==> src/rtl/mbrm_pkg.sv <==
// Shared types, constants and CRC function for the Modbus register read master.
package mbrm_pkg;

    localparam int BUFFER_BYTES  = 64;
    localparam int MAX_REGISTERS = 16;

    localparam int BUF_AW   = $clog2(BUFFER_BYTES);
    localparam int CNT_W    = 5;
    localparam int LEN_W    = 7;
    localparam int IDX_W    = 4;
    localparam int MAX_CNT_I = (MAX_REGISTERS < (BUFFER_BYTES - 5) / 2) ?
                               MAX_REGISTERS : (BUFFER_BYTES - 5) / 2;
    localparam logic [CNT_W-1:0] MAX_CNT = CNT_W'(MAX_CNT_I);

    localparam logic [7:0]  SLAVE_RESET   = 8'h01;
    localparam logic [15:0] TIMEOUT_RESET = 16'd1000;

    localparam logic [1:0] REQ_START = 2'd0;
    localparam logic [1:0] REQ_BYTE  = 2'd1;
    localparam logic [1:0] REQ_TICK  = 2'd2;

    localparam logic [1:0] KIND_TX   = 2'd0;
    localparam logic [1:0] KIND_REG  = 2'd1;
    localparam logic [1:0] KIND_STAT = 2'd2;

    localparam logic [1:0] STAT_OK      = 2'd0;
    localparam logic [1:0] STAT_TIMEOUT = 2'd1;
    localparam logic [1:0] STAT_INVALID = 2'd2;

    localparam logic CFG_SLAVE   = 1'b0;
    localparam logic CFG_TIMEOUT = 1'b1;

    typedef struct packed {
        logic       start;
        logic       tx_load;
        logic       rx_write;
        logic       tick;
        logic       rd_issue;
        logic       word_load;
        logic       stat_load;
        logic [1:0] stat_code;
    } mbrm_cmd_t;

    typedef struct packed {
        logic tx_last;
        logic frame_done;
        logic timed_out;
        logic rx_none;
        logic crc_ok;
        logic cnt_zero;
        logic word_last;
    } mbrm_sts_t;

    // CRC-16/MODBUS, one byte, reflected poly 0xA001
    function automatic logic [15:0] crc16_byte(input logic [15:0] crc_in,
                                               input logic [7:0] b);
        logic [15:0] c;
        c = crc_in ^ {8'h00, b};
        for (int k = 0; k < 8; k++) begin
            if (c[0]) begin
                c = (c >> 1) ^ 16'hA001;
            end else begin
                c = c >> 1;
            end
        end
        return c;
    endfunction

endpackage

==> src/rtl/mbrm_dp.sv <==
// Datapath: config registers, request builder, reply buffer, CRC check, output register.
module mbrm_dp (
    input  logic                   aclk,
    input  logic                   aresetn,
    input  logic                   cfg_we,
    input  logic                   cfg_index,
    input  logic [15:0]            cfg_wdata,
    input  logic [7:0]             s_function_code,
    input  logic [15:0]            s_start_address,
    input  logic [4:0]             s_register_count,
    input  logic [7:0]             s_rx_byte,
    input  mbrm_pkg::mbrm_cmd_t    cmd,
    output mbrm_pkg::mbrm_sts_t    sts,
    output logic [1:0]             m_out_kind,
    output logic [7:0]             m_tx_byte,
    output logic [3:0]             m_reg_index,
    output logic [15:0]            m_reg_value,
    output logic [1:0]             m_status,
    output logic                   m_last
);

    logic [7:0]                      slave_reg;
    logic [15:0]                     timeout_reg;
    logic [mbrm_pkg::LEN_W-1:0]      br_reg;
    logic [mbrm_pkg::LEN_W-1:0]      exp_reg;
    logic [mbrm_pkg::CNT_W-1:0]      cnt_reg;
    logic [15:0]                     elapsed_reg;

    logic [7:0]                      fc_reg;
    logic [15:0]                     addr_reg;
    logic [15:0]                     crc_reg;
    logic [2:0]                      tx_idx_reg;
    logic [15:0]                     rx_crc_reg;
    logic [15:0]                     tail_reg;
    logic [mbrm_pkg::IDX_W-1:0]      ri_reg;
    logic [7:0]                      rd_hi_reg;
    logic [7:0]                      rd_lo_reg;

    logic [7:0] mem [mbrm_pkg::BUFFER_BYTES];

    logic [mbrm_pkg::CNT_W-1:0]      cnt_c;
    logic [7:0]                      tx_b;
    logic [15:0]                     el_inc;
    logic [mbrm_pkg::LEN_W-1:0]      br_p1;
    logic [mbrm_pkg::BUF_AW-1:0]     hi_a;
    logic [mbrm_pkg::BUF_AW-1:0]     lo_a;

    assign cnt_c = (s_register_count > mbrm_pkg::MAX_CNT) ? mbrm_pkg::MAX_CNT
                                                          : s_register_count;
    assign el_inc = (elapsed_reg == 16'hFFFF) ? elapsed_reg : elapsed_reg + 16'd1;
    assign br_p1  = br_reg + mbrm_pkg::LEN_W'(1);
    assign hi_a   = mbrm_pkg::BUF_AW'(3) + mbrm_pkg::BUF_AW'({ri_reg, 1'b0});
    assign lo_a   = hi_a + mbrm_pkg::BUF_AW'(1);

    always_comb begin
        case (tx_idx_reg)
            3'd0:    tx_b = slave_reg;
            3'd1:    tx_b = fc_reg;
            3'd2:    tx_b = addr_reg[15:8];
            3'd3:    tx_b = addr_reg[7:0];
            3'd4:    tx_b = 8'h00;
            3'd5:    tx_b = 8'(cnt_reg);
            3'd6:    tx_b = crc_reg[7:0];
            default: tx_b = crc_reg[15:8];
        endcase
    end

    assign sts.tx_last    = (tx_idx_reg == 3'd7);
    assign sts.frame_done = (br_p1 >= exp_reg);
    assign sts.timed_out  = (el_inc >= timeout_reg);
    assign sts.rx_none    = (br_reg == '0);
    assign sts.crc_ok     = (tail_reg == rx_crc_reg);
    assign sts.cnt_zero   = (cnt_reg == '0);
    assign sts.word_last  = ({1'b0, ri_reg} + mbrm_pkg::CNT_W'(1) == cnt_reg);

    // control state
    always_ff @(posedge aclk) begin
        if (!aresetn) begin
            slave_reg   <= mbrm_pkg::SLAVE_RESET;
            timeout_reg <= mbrm_pkg::TIMEOUT_RESET;
            br_reg      <= '0;
            exp_reg     <= '0;
            cnt_reg     <= '0;
            elapsed_reg <= '0;
        end else begin
            if (cfg_we) begin
                case (cfg_index)
                    mbrm_pkg::CFG_SLAVE:   slave_reg   <= cfg_wdata[7:0];
                    mbrm_pkg::CFG_TIMEOUT: timeout_reg <= cfg_wdata;
                    default:               slave_reg   <= slave_reg;
                endcase
            end
            if (cmd.start) begin
                cnt_reg     <= cnt_c;
                exp_reg     <= mbrm_pkg::LEN_W'(5) + mbrm_pkg::LEN_W'({cnt_c, 1'b0});
                br_reg      <= '0;
                elapsed_reg <= '0;
            end
            if (cmd.rx_write) begin
                br_reg <= br_p1;
            end
            if (cmd.tick) begin
                elapsed_reg <= el_inc;
            end
        end
    end

    // payload
    always_ff @(posedge aclk) begin
        if (cmd.start) begin
            fc_reg     <= s_function_code;
            addr_reg   <= s_start_address;
            crc_reg    <= 16'hFFFF;
            tx_idx_reg <= '0;
            rx_crc_reg <= 16'hFFFF;
            ri_reg     <= '0;
        end
        if (cmd.tx_load) begin
            tx_idx_reg <= tx_idx_reg + 3'd1;
            if (tx_idx_reg < 3'd6) begin
                crc_reg <= mbrm_pkg::crc16_byte(crc_reg, tx_b);
            end
        end
        if (cmd.rx_write) begin
            mem[br_reg[mbrm_pkg::BUF_AW-1:0]] <= s_rx_byte;
            if (br_reg + mbrm_pkg::LEN_W'(2) < exp_reg) begin
                rx_crc_reg <= mbrm_pkg::crc16_byte(rx_crc_reg, s_rx_byte);
            end else begin
                tail_reg <= {s_rx_byte, tail_reg[15:8]};
            end
        end
        if (cmd.rd_issue) begin
            rd_hi_reg <= mem[hi_a];
            rd_lo_reg <= mem[lo_a];
        end
        if (cmd.tx_load) begin
            m_out_kind  <= mbrm_pkg::KIND_TX;
            m_tx_byte   <= tx_b;
            m_reg_index <= '0;
            m_reg_value <= '0;
            m_status    <= mbrm_pkg::STAT_OK;
            m_last      <= sts.tx_last;
        end else if (cmd.word_load) begin
            m_out_kind  <= mbrm_pkg::KIND_REG;
            m_tx_byte   <= '0;
            m_reg_index <= ri_reg;
            m_reg_value <= {rd_hi_reg, rd_lo_reg};
            m_status    <= mbrm_pkg::STAT_OK;
            m_last      <= sts.word_last;
            ri_reg      <= ri_reg + mbrm_pkg::IDX_W'(1);
        end else if (cmd.stat_load) begin
            m_out_kind  <= mbrm_pkg::KIND_STAT;
            m_tx_byte   <= '0;
            m_reg_index <= '0;
            m_reg_value <= '0;
            m_status    <= cmd.stat_code;
            m_last      <= 1'b1;
        end
    end

endmodule

==> src/rtl/mbrm_ctrl.sv <==
// Controller: request sequencing, reply wait, check and result emission.
module mbrm_ctrl (
    input  logic                   aclk,
    input  logic                   aresetn,
    input  logic                   s_valid,
    input  logic [1:0]             s_req_type,
    output logic                   s_ready,
    output logic                   m_valid,
    input  logic                   m_ready,
    input  mbrm_pkg::mbrm_sts_t    sts,
    output mbrm_pkg::mbrm_cmd_t    cmd
);

    typedef enum logic [2:0] {
        S_IDLE,
        S_TX,
        S_WAIT,
        S_CHECK,
        S_RD,
        S_WORD,
        S_FIN
    } state_t;

    state_t     state_reg, state_next;
    logic [1:0] code_reg, code_next;
    logic       m_valid_reg, m_valid_next;
    logic       acc;
    logic       out_free;

    assign s_ready  = (state_reg == S_IDLE) || (state_reg == S_WAIT);
    assign m_valid  = m_valid_reg;
    assign acc      = s_valid && s_ready;
    assign out_free = !m_valid_reg || m_ready;

    always_comb begin
        state_next = state_reg;
        code_next  = code_reg;
        cmd        = '0;
        case (state_reg)
            S_IDLE: begin
                if (acc && s_req_type == mbrm_pkg::REQ_START) begin
                    cmd.start  = 1'b1;
                    state_next = S_TX;
                end
            end
            S_TX: begin
                if (out_free) begin
                    cmd.tx_load = 1'b1;
                    if (sts.tx_last) begin
                        state_next = S_WAIT;
                    end
                end
            end
            S_WAIT: begin
                if (acc && s_req_type == mbrm_pkg::REQ_BYTE) begin
                    cmd.rx_write = 1'b1;
                    if (sts.frame_done) begin
                        state_next = S_CHECK;
                    end
                end else if (acc && s_req_type == mbrm_pkg::REQ_TICK) begin
                    cmd.tick = 1'b1;
                    if (sts.timed_out) begin
                        code_next  = sts.rx_none ? mbrm_pkg::STAT_TIMEOUT
                                                 : mbrm_pkg::STAT_INVALID;
                        state_next = S_FIN;
                    end
                end
            end
            S_CHECK: begin
                if (!sts.crc_ok) begin
                    code_next  = mbrm_pkg::STAT_INVALID;
                    state_next = S_FIN;
                end else if (sts.cnt_zero) begin
                    code_next  = mbrm_pkg::STAT_OK;
                    state_next = S_FIN;
                end else begin
                    state_next = S_RD;
                end
            end
            S_RD: begin
                cmd.rd_issue = 1'b1;
                state_next   = S_WORD;
            end
            S_WORD: begin
                if (out_free) begin
                    cmd.word_load = 1'b1;
                    state_next    = sts.word_last ? S_IDLE : S_RD;
                end
            end
            S_FIN: begin
                if (out_free) begin
                    cmd.stat_load = 1'b1;
                    cmd.stat_code = code_reg;
                    state_next    = S_IDLE;
                end
            end
            default: begin
                state_next = S_IDLE;
            end
        endcase

        if (cmd.tx_load || cmd.word_load || cmd.stat_load) begin
            m_valid_next = 1'b1;
        end else if (m_ready) begin
            m_valid_next = 1'b0;
        end else begin
            m_valid_next = m_valid_reg;
        end
    end

    always_ff @(posedge aclk) begin
        if (!aresetn) begin
            state_reg   <= S_IDLE;
            code_reg    <= mbrm_pkg::STAT_OK;
            m_valid_reg <= 1'b0;
        end else begin
            state_reg   <= state_next;
            code_reg    <= code_next;
            m_valid_reg <= m_valid_next;
        end
    end

endmodule

==> src/rtl/modbus_read_register_master_unit.sv <==
// Top level of the Modbus RTU register read master.
// Start request: 8 request bytes out, one per cycle unless the output stalls.
// Reply byte or tick: accepted while waiting for the reply. A completing byte leads to a CRC
// check, then register words (each a reply buffer read, then its output), or one status result.
// The next request waits in the CRC check and while any output is still being emitted.
// Reset (synchronous, active low): idle, slave address 1, timeout 1000 ticks.
module modbus_read_register_master_unit (
    input  logic        aclk,
    input  logic        aresetn,
    input  logic        cfg_we,
    input  logic        cfg_index,
    input  logic [15:0] cfg_wdata,
    input  logic        s_valid,
    output logic        s_ready,
    input  logic [1:0]  s_req_type,
    input  logic [7:0]  s_function_code,
    input  logic [15:0] s_start_address,
    input  logic [4:0]  s_register_count,
    input  logic [7:0]  s_rx_byte,
    output logic        m_valid,
    input  logic        m_ready,
    output logic [1:0]  m_out_kind,
    output logic [7:0]  m_tx_byte,
    output logic [3:0]  m_reg_index,
    output logic [15:0] m_reg_value,
    output logic [1:0]  m_status,
    output logic        m_last
);

    mbrm_pkg::mbrm_cmd_t cmd;
    mbrm_pkg::mbrm_sts_t sts;

    mbrm_dp u_dp (
        .aclk             (aclk),
        .aresetn          (aresetn),
        .cfg_we           (cfg_we),
        .cfg_index        (cfg_index),
        .cfg_wdata        (cfg_wdata),
        .s_function_code  (s_function_code),
        .s_start_address  (s_start_address),
        .s_register_count (s_register_count),
        .s_rx_byte        (s_rx_byte),
        .cmd              (cmd),
        .sts              (sts),
        .m_out_kind       (m_out_kind),
        .m_tx_byte        (m_tx_byte),
        .m_reg_index      (m_reg_index),
        .m_reg_value      (m_reg_value),
        .m_status         (m_status),
        .m_last           (m_last)
    );

    mbrm_ctrl u_ctrl (
        .aclk       (aclk),
        .aresetn    (aresetn),
        .s_valid    (s_valid),
        .s_req_type (s_req_type),
        .s_ready    (s_ready),
        .m_valid    (m_valid),
        .m_ready    (m_ready),
        .sts        (sts),
        .cmd        (cmd)
    );

    a_one_load: assert property (@(posedge aclk) disable iff (!aresetn)
        $onehot0({cmd.tx_load, cmd.word_load, cmd.stat_load}))
        else $error("more than one output load in a cycle");

    a_load_when_free: assert property (@(posedge aclk) disable iff (!aresetn)
        (cmd.tx_load || cmd.word_load || cmd.stat_load) |-> (!m_valid || m_ready))
        else $error("output register overwritten before taken");

    a_status_last: assert property (@(posedge aclk) disable iff (!aresetn)
        (m_valid && m_out_kind == mbrm_pkg::KIND_STAT) |-> m_last)
        else $error("status result not marked last");

    a_word_ok: assert property (@(posedge aclk) disable iff (!aresetn)
        (m_valid && m_out_kind == mbrm_pkg::KIND_REG) |-> (m_status == mbrm_pkg::STAT_OK))
        else $error("register word with non-ok status");

endmodule
==> config.mk <==
export PLATFORM = sky130hd
export DESIGN_NAME = modbus_read_register_master_unit
export DESIGN_NICKNAME = d
export VERILOG_FILES = /design/src/rtl/mbrm_pkg.sv /design/src/rtl/mbrm_dp.sv /design/src/rtl/mbrm_ctrl.sv /design/src/rtl/modbus_read_register_master_unit.sv
export SDC_FILE = /design/constraint.sdc
export NUM_CORES = 1
export LEC_CHECK = 0
export BUFFER_PORTS_ARGS = -buffer_cell sky130_fd_sc_hd__buf_4
export CELL_PAD_IN_SITES_DETAIL_PLACEMENT = 0
export CELL_PAD_IN_SITES_GLOBAL_PLACEMENT = 2
export CORE_MARGIN = 2
export CORE_UTILIZATION = 30
export CTS_CLUSTER_DIAMETER = 30
export DETAILED_ROUTE_END_ITERATION = 10
export PLACE_DENSITY = 0.52
export SLEW_MARGIN = 20
export SYNTH_ARGS = -nofsm -noshare
export SYNTH_HDL_FRONTEND = slang
export SYNTH_SLANG_ARGS = --single-unit
==> constraint.sdc <==
create_clock -name aclk -period 5 [get_ports aclk]
set_input_delay 0 -clock aclk [delete_from_list [all_inputs] [get_ports aclk]]
set_output_delay 0 -clock aclk [all_outputs]
set_load 0.03 [all_outputs]
* Yosys cells after proc, flatten, opt, wreduce, memory -nomap -nowiden
Memories as Yosys holds them, arrays and structs flattened. A register that Yosys moved wholly into a read port is not among the register bits.
Index checks and enable logic that the tools add are counted.
** Word-level totals
- Flip-flop bits (word level) :: 177
- Bits in writable memories :: 512
- Input port bits :: 61
- Output and inout port bits :: 35
- Logic and storage cells :: 225
- Memories :: 1
** Operators by class
- Add/subtract/negate cells :: 9
- $lt $le $gt $ge :: 5
- Eq/ne operators :: 30
- Mux-type cells :: 110
- Bitwise logic cells :: 20
- Reduce and logical (&&, ||, !) cells :: 27
** Memory list
- u_dp.mem :: depth 64, width 8, read ports 2, clocked after Yosys merged registers in 2, write ports 1, line mbrm_dp.sv:39 : logic [7:0] mem [mbrm_pkg::BUFFER_BYTES];
** Operators by type and width (count)
- $mux 16 :: 55
- $pmux 8 s7 :: 1
- $not 2->3 :: 16
- $mux 3 :: 14
- $xor 16x8->16 :: 2
- $mux 8 :: 3
- $eq 3x3->1 const B :: 7
- $pmux 3 s7 :: 1
- $mux 4 :: 5
- $mux 1 :: 18
- $mux 2 :: 9
- $add 16x1->16 const B :: 1
- $eq 16x16->1 :: 1
- $eq 16x16->1 const B :: 1
- $ge 16x16->1 :: 1
- $mux 7 :: 2
- $eq 3x2->1 const B :: 4
- $ne 3x3->1 const B :: 4
- $reduce_bool 2->1 :: 6
- $ne 2x2->1 const B :: 5
- $reduce_and 8->1 :: 1
- $add 3x6->7 const A :: 1
- $add 7x1->7 const B :: 1
- $add 7x2->7 const B :: 1
- other kinds (28) :: 41

* Depth between registers and ports, before layout
- Depth in word-level cells :: 36
- Depth in mapped cells :: 17
- Depth with buffers taken out :: 16

* Hierarchy
A second synthesis with hierarchy kept.
** Second synthesis, totals
- Cell total of the unflattened synthesis :: 1733
- Area, all modules :: 27365.0 µm²
** By module, submodules not included
- mbrm_dp :: times used 1, cells each 1664, area each 26812.0 µm², sequential area each 18337.6 µm²
- mbrm_ctrl :: times used 1, cells each 69, area each 553.0 µm², sequential area each 120.1 µm²

* Worst setup path before layout
OpenSTA, ideal clock, no wires.
- Path type :: reg2reg
- Start point :: reg u_dp.ri_reg[0] (netlist name)
- End point :: reg u_dp.rd_hi_reg[5] (read register of u_dp.mem) (data pin)
- Library setup time :: 0.267 ns
- Data arrival time :: 4.147 ns
- Required time :: 4.733 ns
- Path slack :: 0.586 ns
- Cell stages (with the launch flop) :: 16
- Buffers on the path :: 8
- Clock period less this slack :: 4.414 ns
- Path through :: dfxtp_1 clkbuf_1 buf_1 buf_1 clkbuf_1 inv_1 ha_1 clkbuf_1 buf_1 clkbuf_1 clkbuf_1 mux4_2 nand2_1 nand3_1 o211ai_1 o21ai_0
** Between the ends
- Cells in the longest elaborated chain, start to end :: 1
** Ends and longest elaborated chain
- start: declaration :: line mbrm_dp.sv:35 : logic [mbrm_pkg::IDX_W-1:0] ri_reg;
- start signal: assignment :: line mbrm_dp.sv:150 : ri_reg <= ri_reg + mbrm_pkg::IDX_W'(1);
- $add 2x5->6 :: line mbrm_dp.sv:52 : assign hi_a = mbrm_pkg::BUF_AW'(3) + mbrm_pkg::BUF_AW'({ri_reg, 1'b0});
- end: declaration :: line mbrm_dp.sv:36 : logic [7:0] rd_hi_reg;
Every way passes these cells.
A chain may end at the register's enable or synchronous reset.

* Final worst setup path
- Start point :: reg u_dp.elapsed_reg[3]
- End point :: reg u_ctrl.state_reg[2]
** Between the ends
- Cells in the longest elaborated chain, start to end :: 5
- Elaborated cells between the ends (all ways) :: 6
- Those cells by class :: 1 x add/sub; 1 x order compare; 2 x eq/ne; 1 x mux; 1 x reduce/logical
** Ends and longest elaborated chain
- start: declaration :: line mbrm_dp.sv:27 : logic [15:0] elapsed_reg;
- start signal: assignment :: line mbrm_dp.sv:103 : elapsed_reg <= el_inc;
- $add 16x1->16 or $eq 16x16->1 (tied branches) :: line mbrm_dp.sv:50 : assign el_inc = (elapsed_reg == 16'hFFFF) ? elapsed_reg : elapsed_reg + 16'd1;
- $mux 16 * :: line mbrm_dp.sv:50
- $ge 16x16->1 * :: line mbrm_dp.sv:70 : assign sts.timed_out = (el_inc >= timeout_reg);
- $ne 3x3->1 (no source line) *
- $reduce_and 8->1 (no source line) *
- end signal: assignment :: line mbrm_ctrl.sv:117 : state_reg <= state_next;
- end: declaration :: line mbrm_ctrl.sv:24 : state_t state_reg, state_next;
Every way passes the cells marked *; elsewhere a longest branch is shown, timed or not.

==> summary.txt <==
Status: finished clean
# port buffers: 95
Seq cells post-synth: 658
Number of nets in the layout: 2215
Drt total wl: 76.29 mm
Hpwl dp: 46.38 mm
GPL Wtd Cong: 0.7322
Final ANT Viol Nets: 0
Critical path capture point type: flop
Dpl ws: 1.151 ns
Most frequent cells in the layout: edfxtp_1 (534), clkbuf_16 (164), nand2_1 (159)
Num CTS Buffers: 163
WP data required: 5.66 ns
Met1 Track Usage GR: 21.82%
Crit-path cells: and4_1 > and2_1 > nand3_1 > nor3_1 > nand3_1 > mux2_2 > ha_1 > a21o_1 > a21o_1 > a21o_1 > a21o_1 > a21oi_1 > o311ai_0 > a21oi_1 > nor4b_1 > dlygate4sd3_1
Non-Filler Instances: 3421
Commonest non-fill, non-tap cell in the layout: edfxtp_1
Synth async-reset ratio: 0%
Synth Instances: 1816
Max reg flops: 466
Vias per cell: 4.751
Clock Root Buffer: clkbuf_16
DRT iter0 DRCs: 1215
Antenna diodes: 0
Pwr Total: 21.55 mW
Yosys top cell by area: edfxtp_1
H-tree lvl count: 4
Max VDD drop: 0.5370 mV
Worst-margin pin slew: 1.029 ns
Syn. warnings: 0
DIE WIDTH: 305.8 µm
Design area: 0.03599 mm²
Core Box Area: 0.09015 mm²
Yosys top cell area share: 58.70%
Syn nets: 1923
Mean area per synthesized cell: 15.04 µm²
Synth area leaders: edfxtp_1 (59%), mux4_2 (9.2%), dfxtp_1 (9.1%)
Cts repair resizes: 0
Leak pwr: 12.61 nW
Crit Path Category: flop to flop
# setup viols final: 0
Clk_skew: 0.02132 ns
Clk buf depth: 3
Area Overhead vs Synth: 31.76%
Clock sinks: 658
Placed Area: 0.02943 mm²
DIE AREA: 0.09349 mm²
Fin crit period: 4.339 ns
Via count: 16250
Die height: 305.8 µm
Final worst slack: 0.6605 ns
Global route total overflow: 0
GRT Total Usage: 16.53%
Worst rel slew slack: 31.39%
M2 GR Usage: 26.78%
Largest net degree at the start of global routing: 69
Inst Count DP: 3017
CTS tree: done
GRT busiest layer: met2
HP Class: input pin to flop
Met3 Resource Use GR: 3.619%
Slowest-stage cell, CP: dlygate4sd3_1
Max frequency: 230.4 MHz
CTS clk-pin slew, worst paths: 0.05 ns
Final worst path period share: 86.79%
Max-slew violations: 0
Arrival time worst endpoint: 5.00 ns
Synth Cell Area: 0.02732 mm²
First-pass GRT wire length: 112.9 mm
Clock Latency Late Sink: 0.74 ns
Vias in the first global route: 17160
Core Util, Final: 39.93%
Drt drc: 0
Top FF cell, synth: edfxtp_1
Fin Setup TNS: 0 ns
WL per Instance: 22.30 µm
CTS Hold Buffers Added: 102
Unrepaired setup endpoints after global routing: no
CP max stage delay: 0.59 ns
I/O Pins: 96
Pwr Density: 598.7 mW/mm²
Seq/Total Area, Yosys: 67.79%
Number of enable flip-flop cells after synthesis: 534
Unique masters post-synth: 61
Initial DRT Pass Iterations: 5
Std cell rows: 110
Hold_ws: 0.1098 ns
Critical-path maximum fanout: 8
Initial antenna violation count: 2
Most frequent CP cell: a21o_1
Setup Buffers After CTS: 0
Initial core utilization: 30.30%
Setup crit start kind: flop
Layout cell share with drive strength beyond 1: 23.88%
Final hold vios: 0
Filler cell count: 8299
Max cap viols: 0
[metal layers]
layer	part of all wire (%)	routed length (µm)
met1	46	34810
met2	48	36610
met3	4.4	3370
met4	2.0	1507
met5	0	0
[synthesized netlist by cell type, types with 3 or more instances]
library cell    n
edfxtp_1      534
nand2_1       159
nor2_1        153
dfxtp_1       124
mux4_2        112
clkbuf_1       78
xnor2_1        61
o21ai_0        60
a21oi_1        49
ha_1           46
nand3_1        43
mux2i_1        41
a21boi_0       32
a22oi_1        32
inv_1          32
xor2_1         28
nor3_1         25
o211ai_1       25
nor2b_1        24
mux2_2         20
buf_1          17
o21a_1         13
a21o_1         12
and2_1          8
nand4_1         8
nand2b_1        7
o22a_1          7
and3_1          6
o22ai_1         6
a32oi_1         5
nand3b_1        5
a222oi_1        4
a31oi_1         3
or2_2           3
[cells by family (layout without fill, tap and decap cells)]
| logic type | count (synthesis) | count (layout) | share of synthesized area [%] |
|---|---|---|---|
| flip-flops | 658 | 658 | 67.79 |
| XOR/XNOR | 91 | 91 | 3.000 |
| buffers and inverters | 130 | 559 | 1.841 |
| adder cells (fa/ha/maj) | 46 | 46 | 2.107 |
| multiplexers | 174 | 174 | 11.61 |
| AO/OA/AOI/OAI | 263 | 263 | 6.339 |
| AND/OR/NAND/NOR | 454 | 454 | 7.315 |
[critical path: cells and delay by family (launching register included)]
family / cells / cell delay [ns]
and+or+nand+nor: 6 / 1.50
AOI/OAI and AO/OA: 7 / 1.10
buffers and inverters: 1 / 0.59
DFF: 1 / 0.44
muxes: 1 / 0.37
adders and majority gates: 1 / 0.27
[worst paths after layout]
path                                          start             endpoint  slack [ns]  cells after the start
worst min-delay path                   s_rx_byte[1]      u_dp.mem[16][1]        0.11                      2
worst max register to register  u_dp.elapsed_reg[3]  u_ctrl.state_reg[2]        0.66                     16
worst min register to register    u_dp.tail_reg[10]     u_dp.tail_reg[2]        0.47                      0
worst max-delay path            u_dp.elapsed_reg[3]  u_ctrl.state_reg[2]        0.66                     16
[final cells by class]
type | instances | area, µm² | area share [%]
clock buffer | 194 | 4297 | 11.94
clock inverter | 108 | 1246 | 3.462
inverter | 33 | 123.9 | 0.3441
multi-input combinational | 1028 | 8372 | 23.26
sequential | 658 | 18520 | 51.46
tap | 1176 | 1471 | 4.088
timing repair buffer | 224 | 1962 | 5.451
[report_power, final]
group / switching, mW / total (mW) / internal, mW
Combinational: 2.45 / 4.54 / 2.10
Clock: 3.31 / 10.5 / 7.15
Sequential: 0.282 / 6.55 / 6.27
Power figures use the tool's default switching activity.
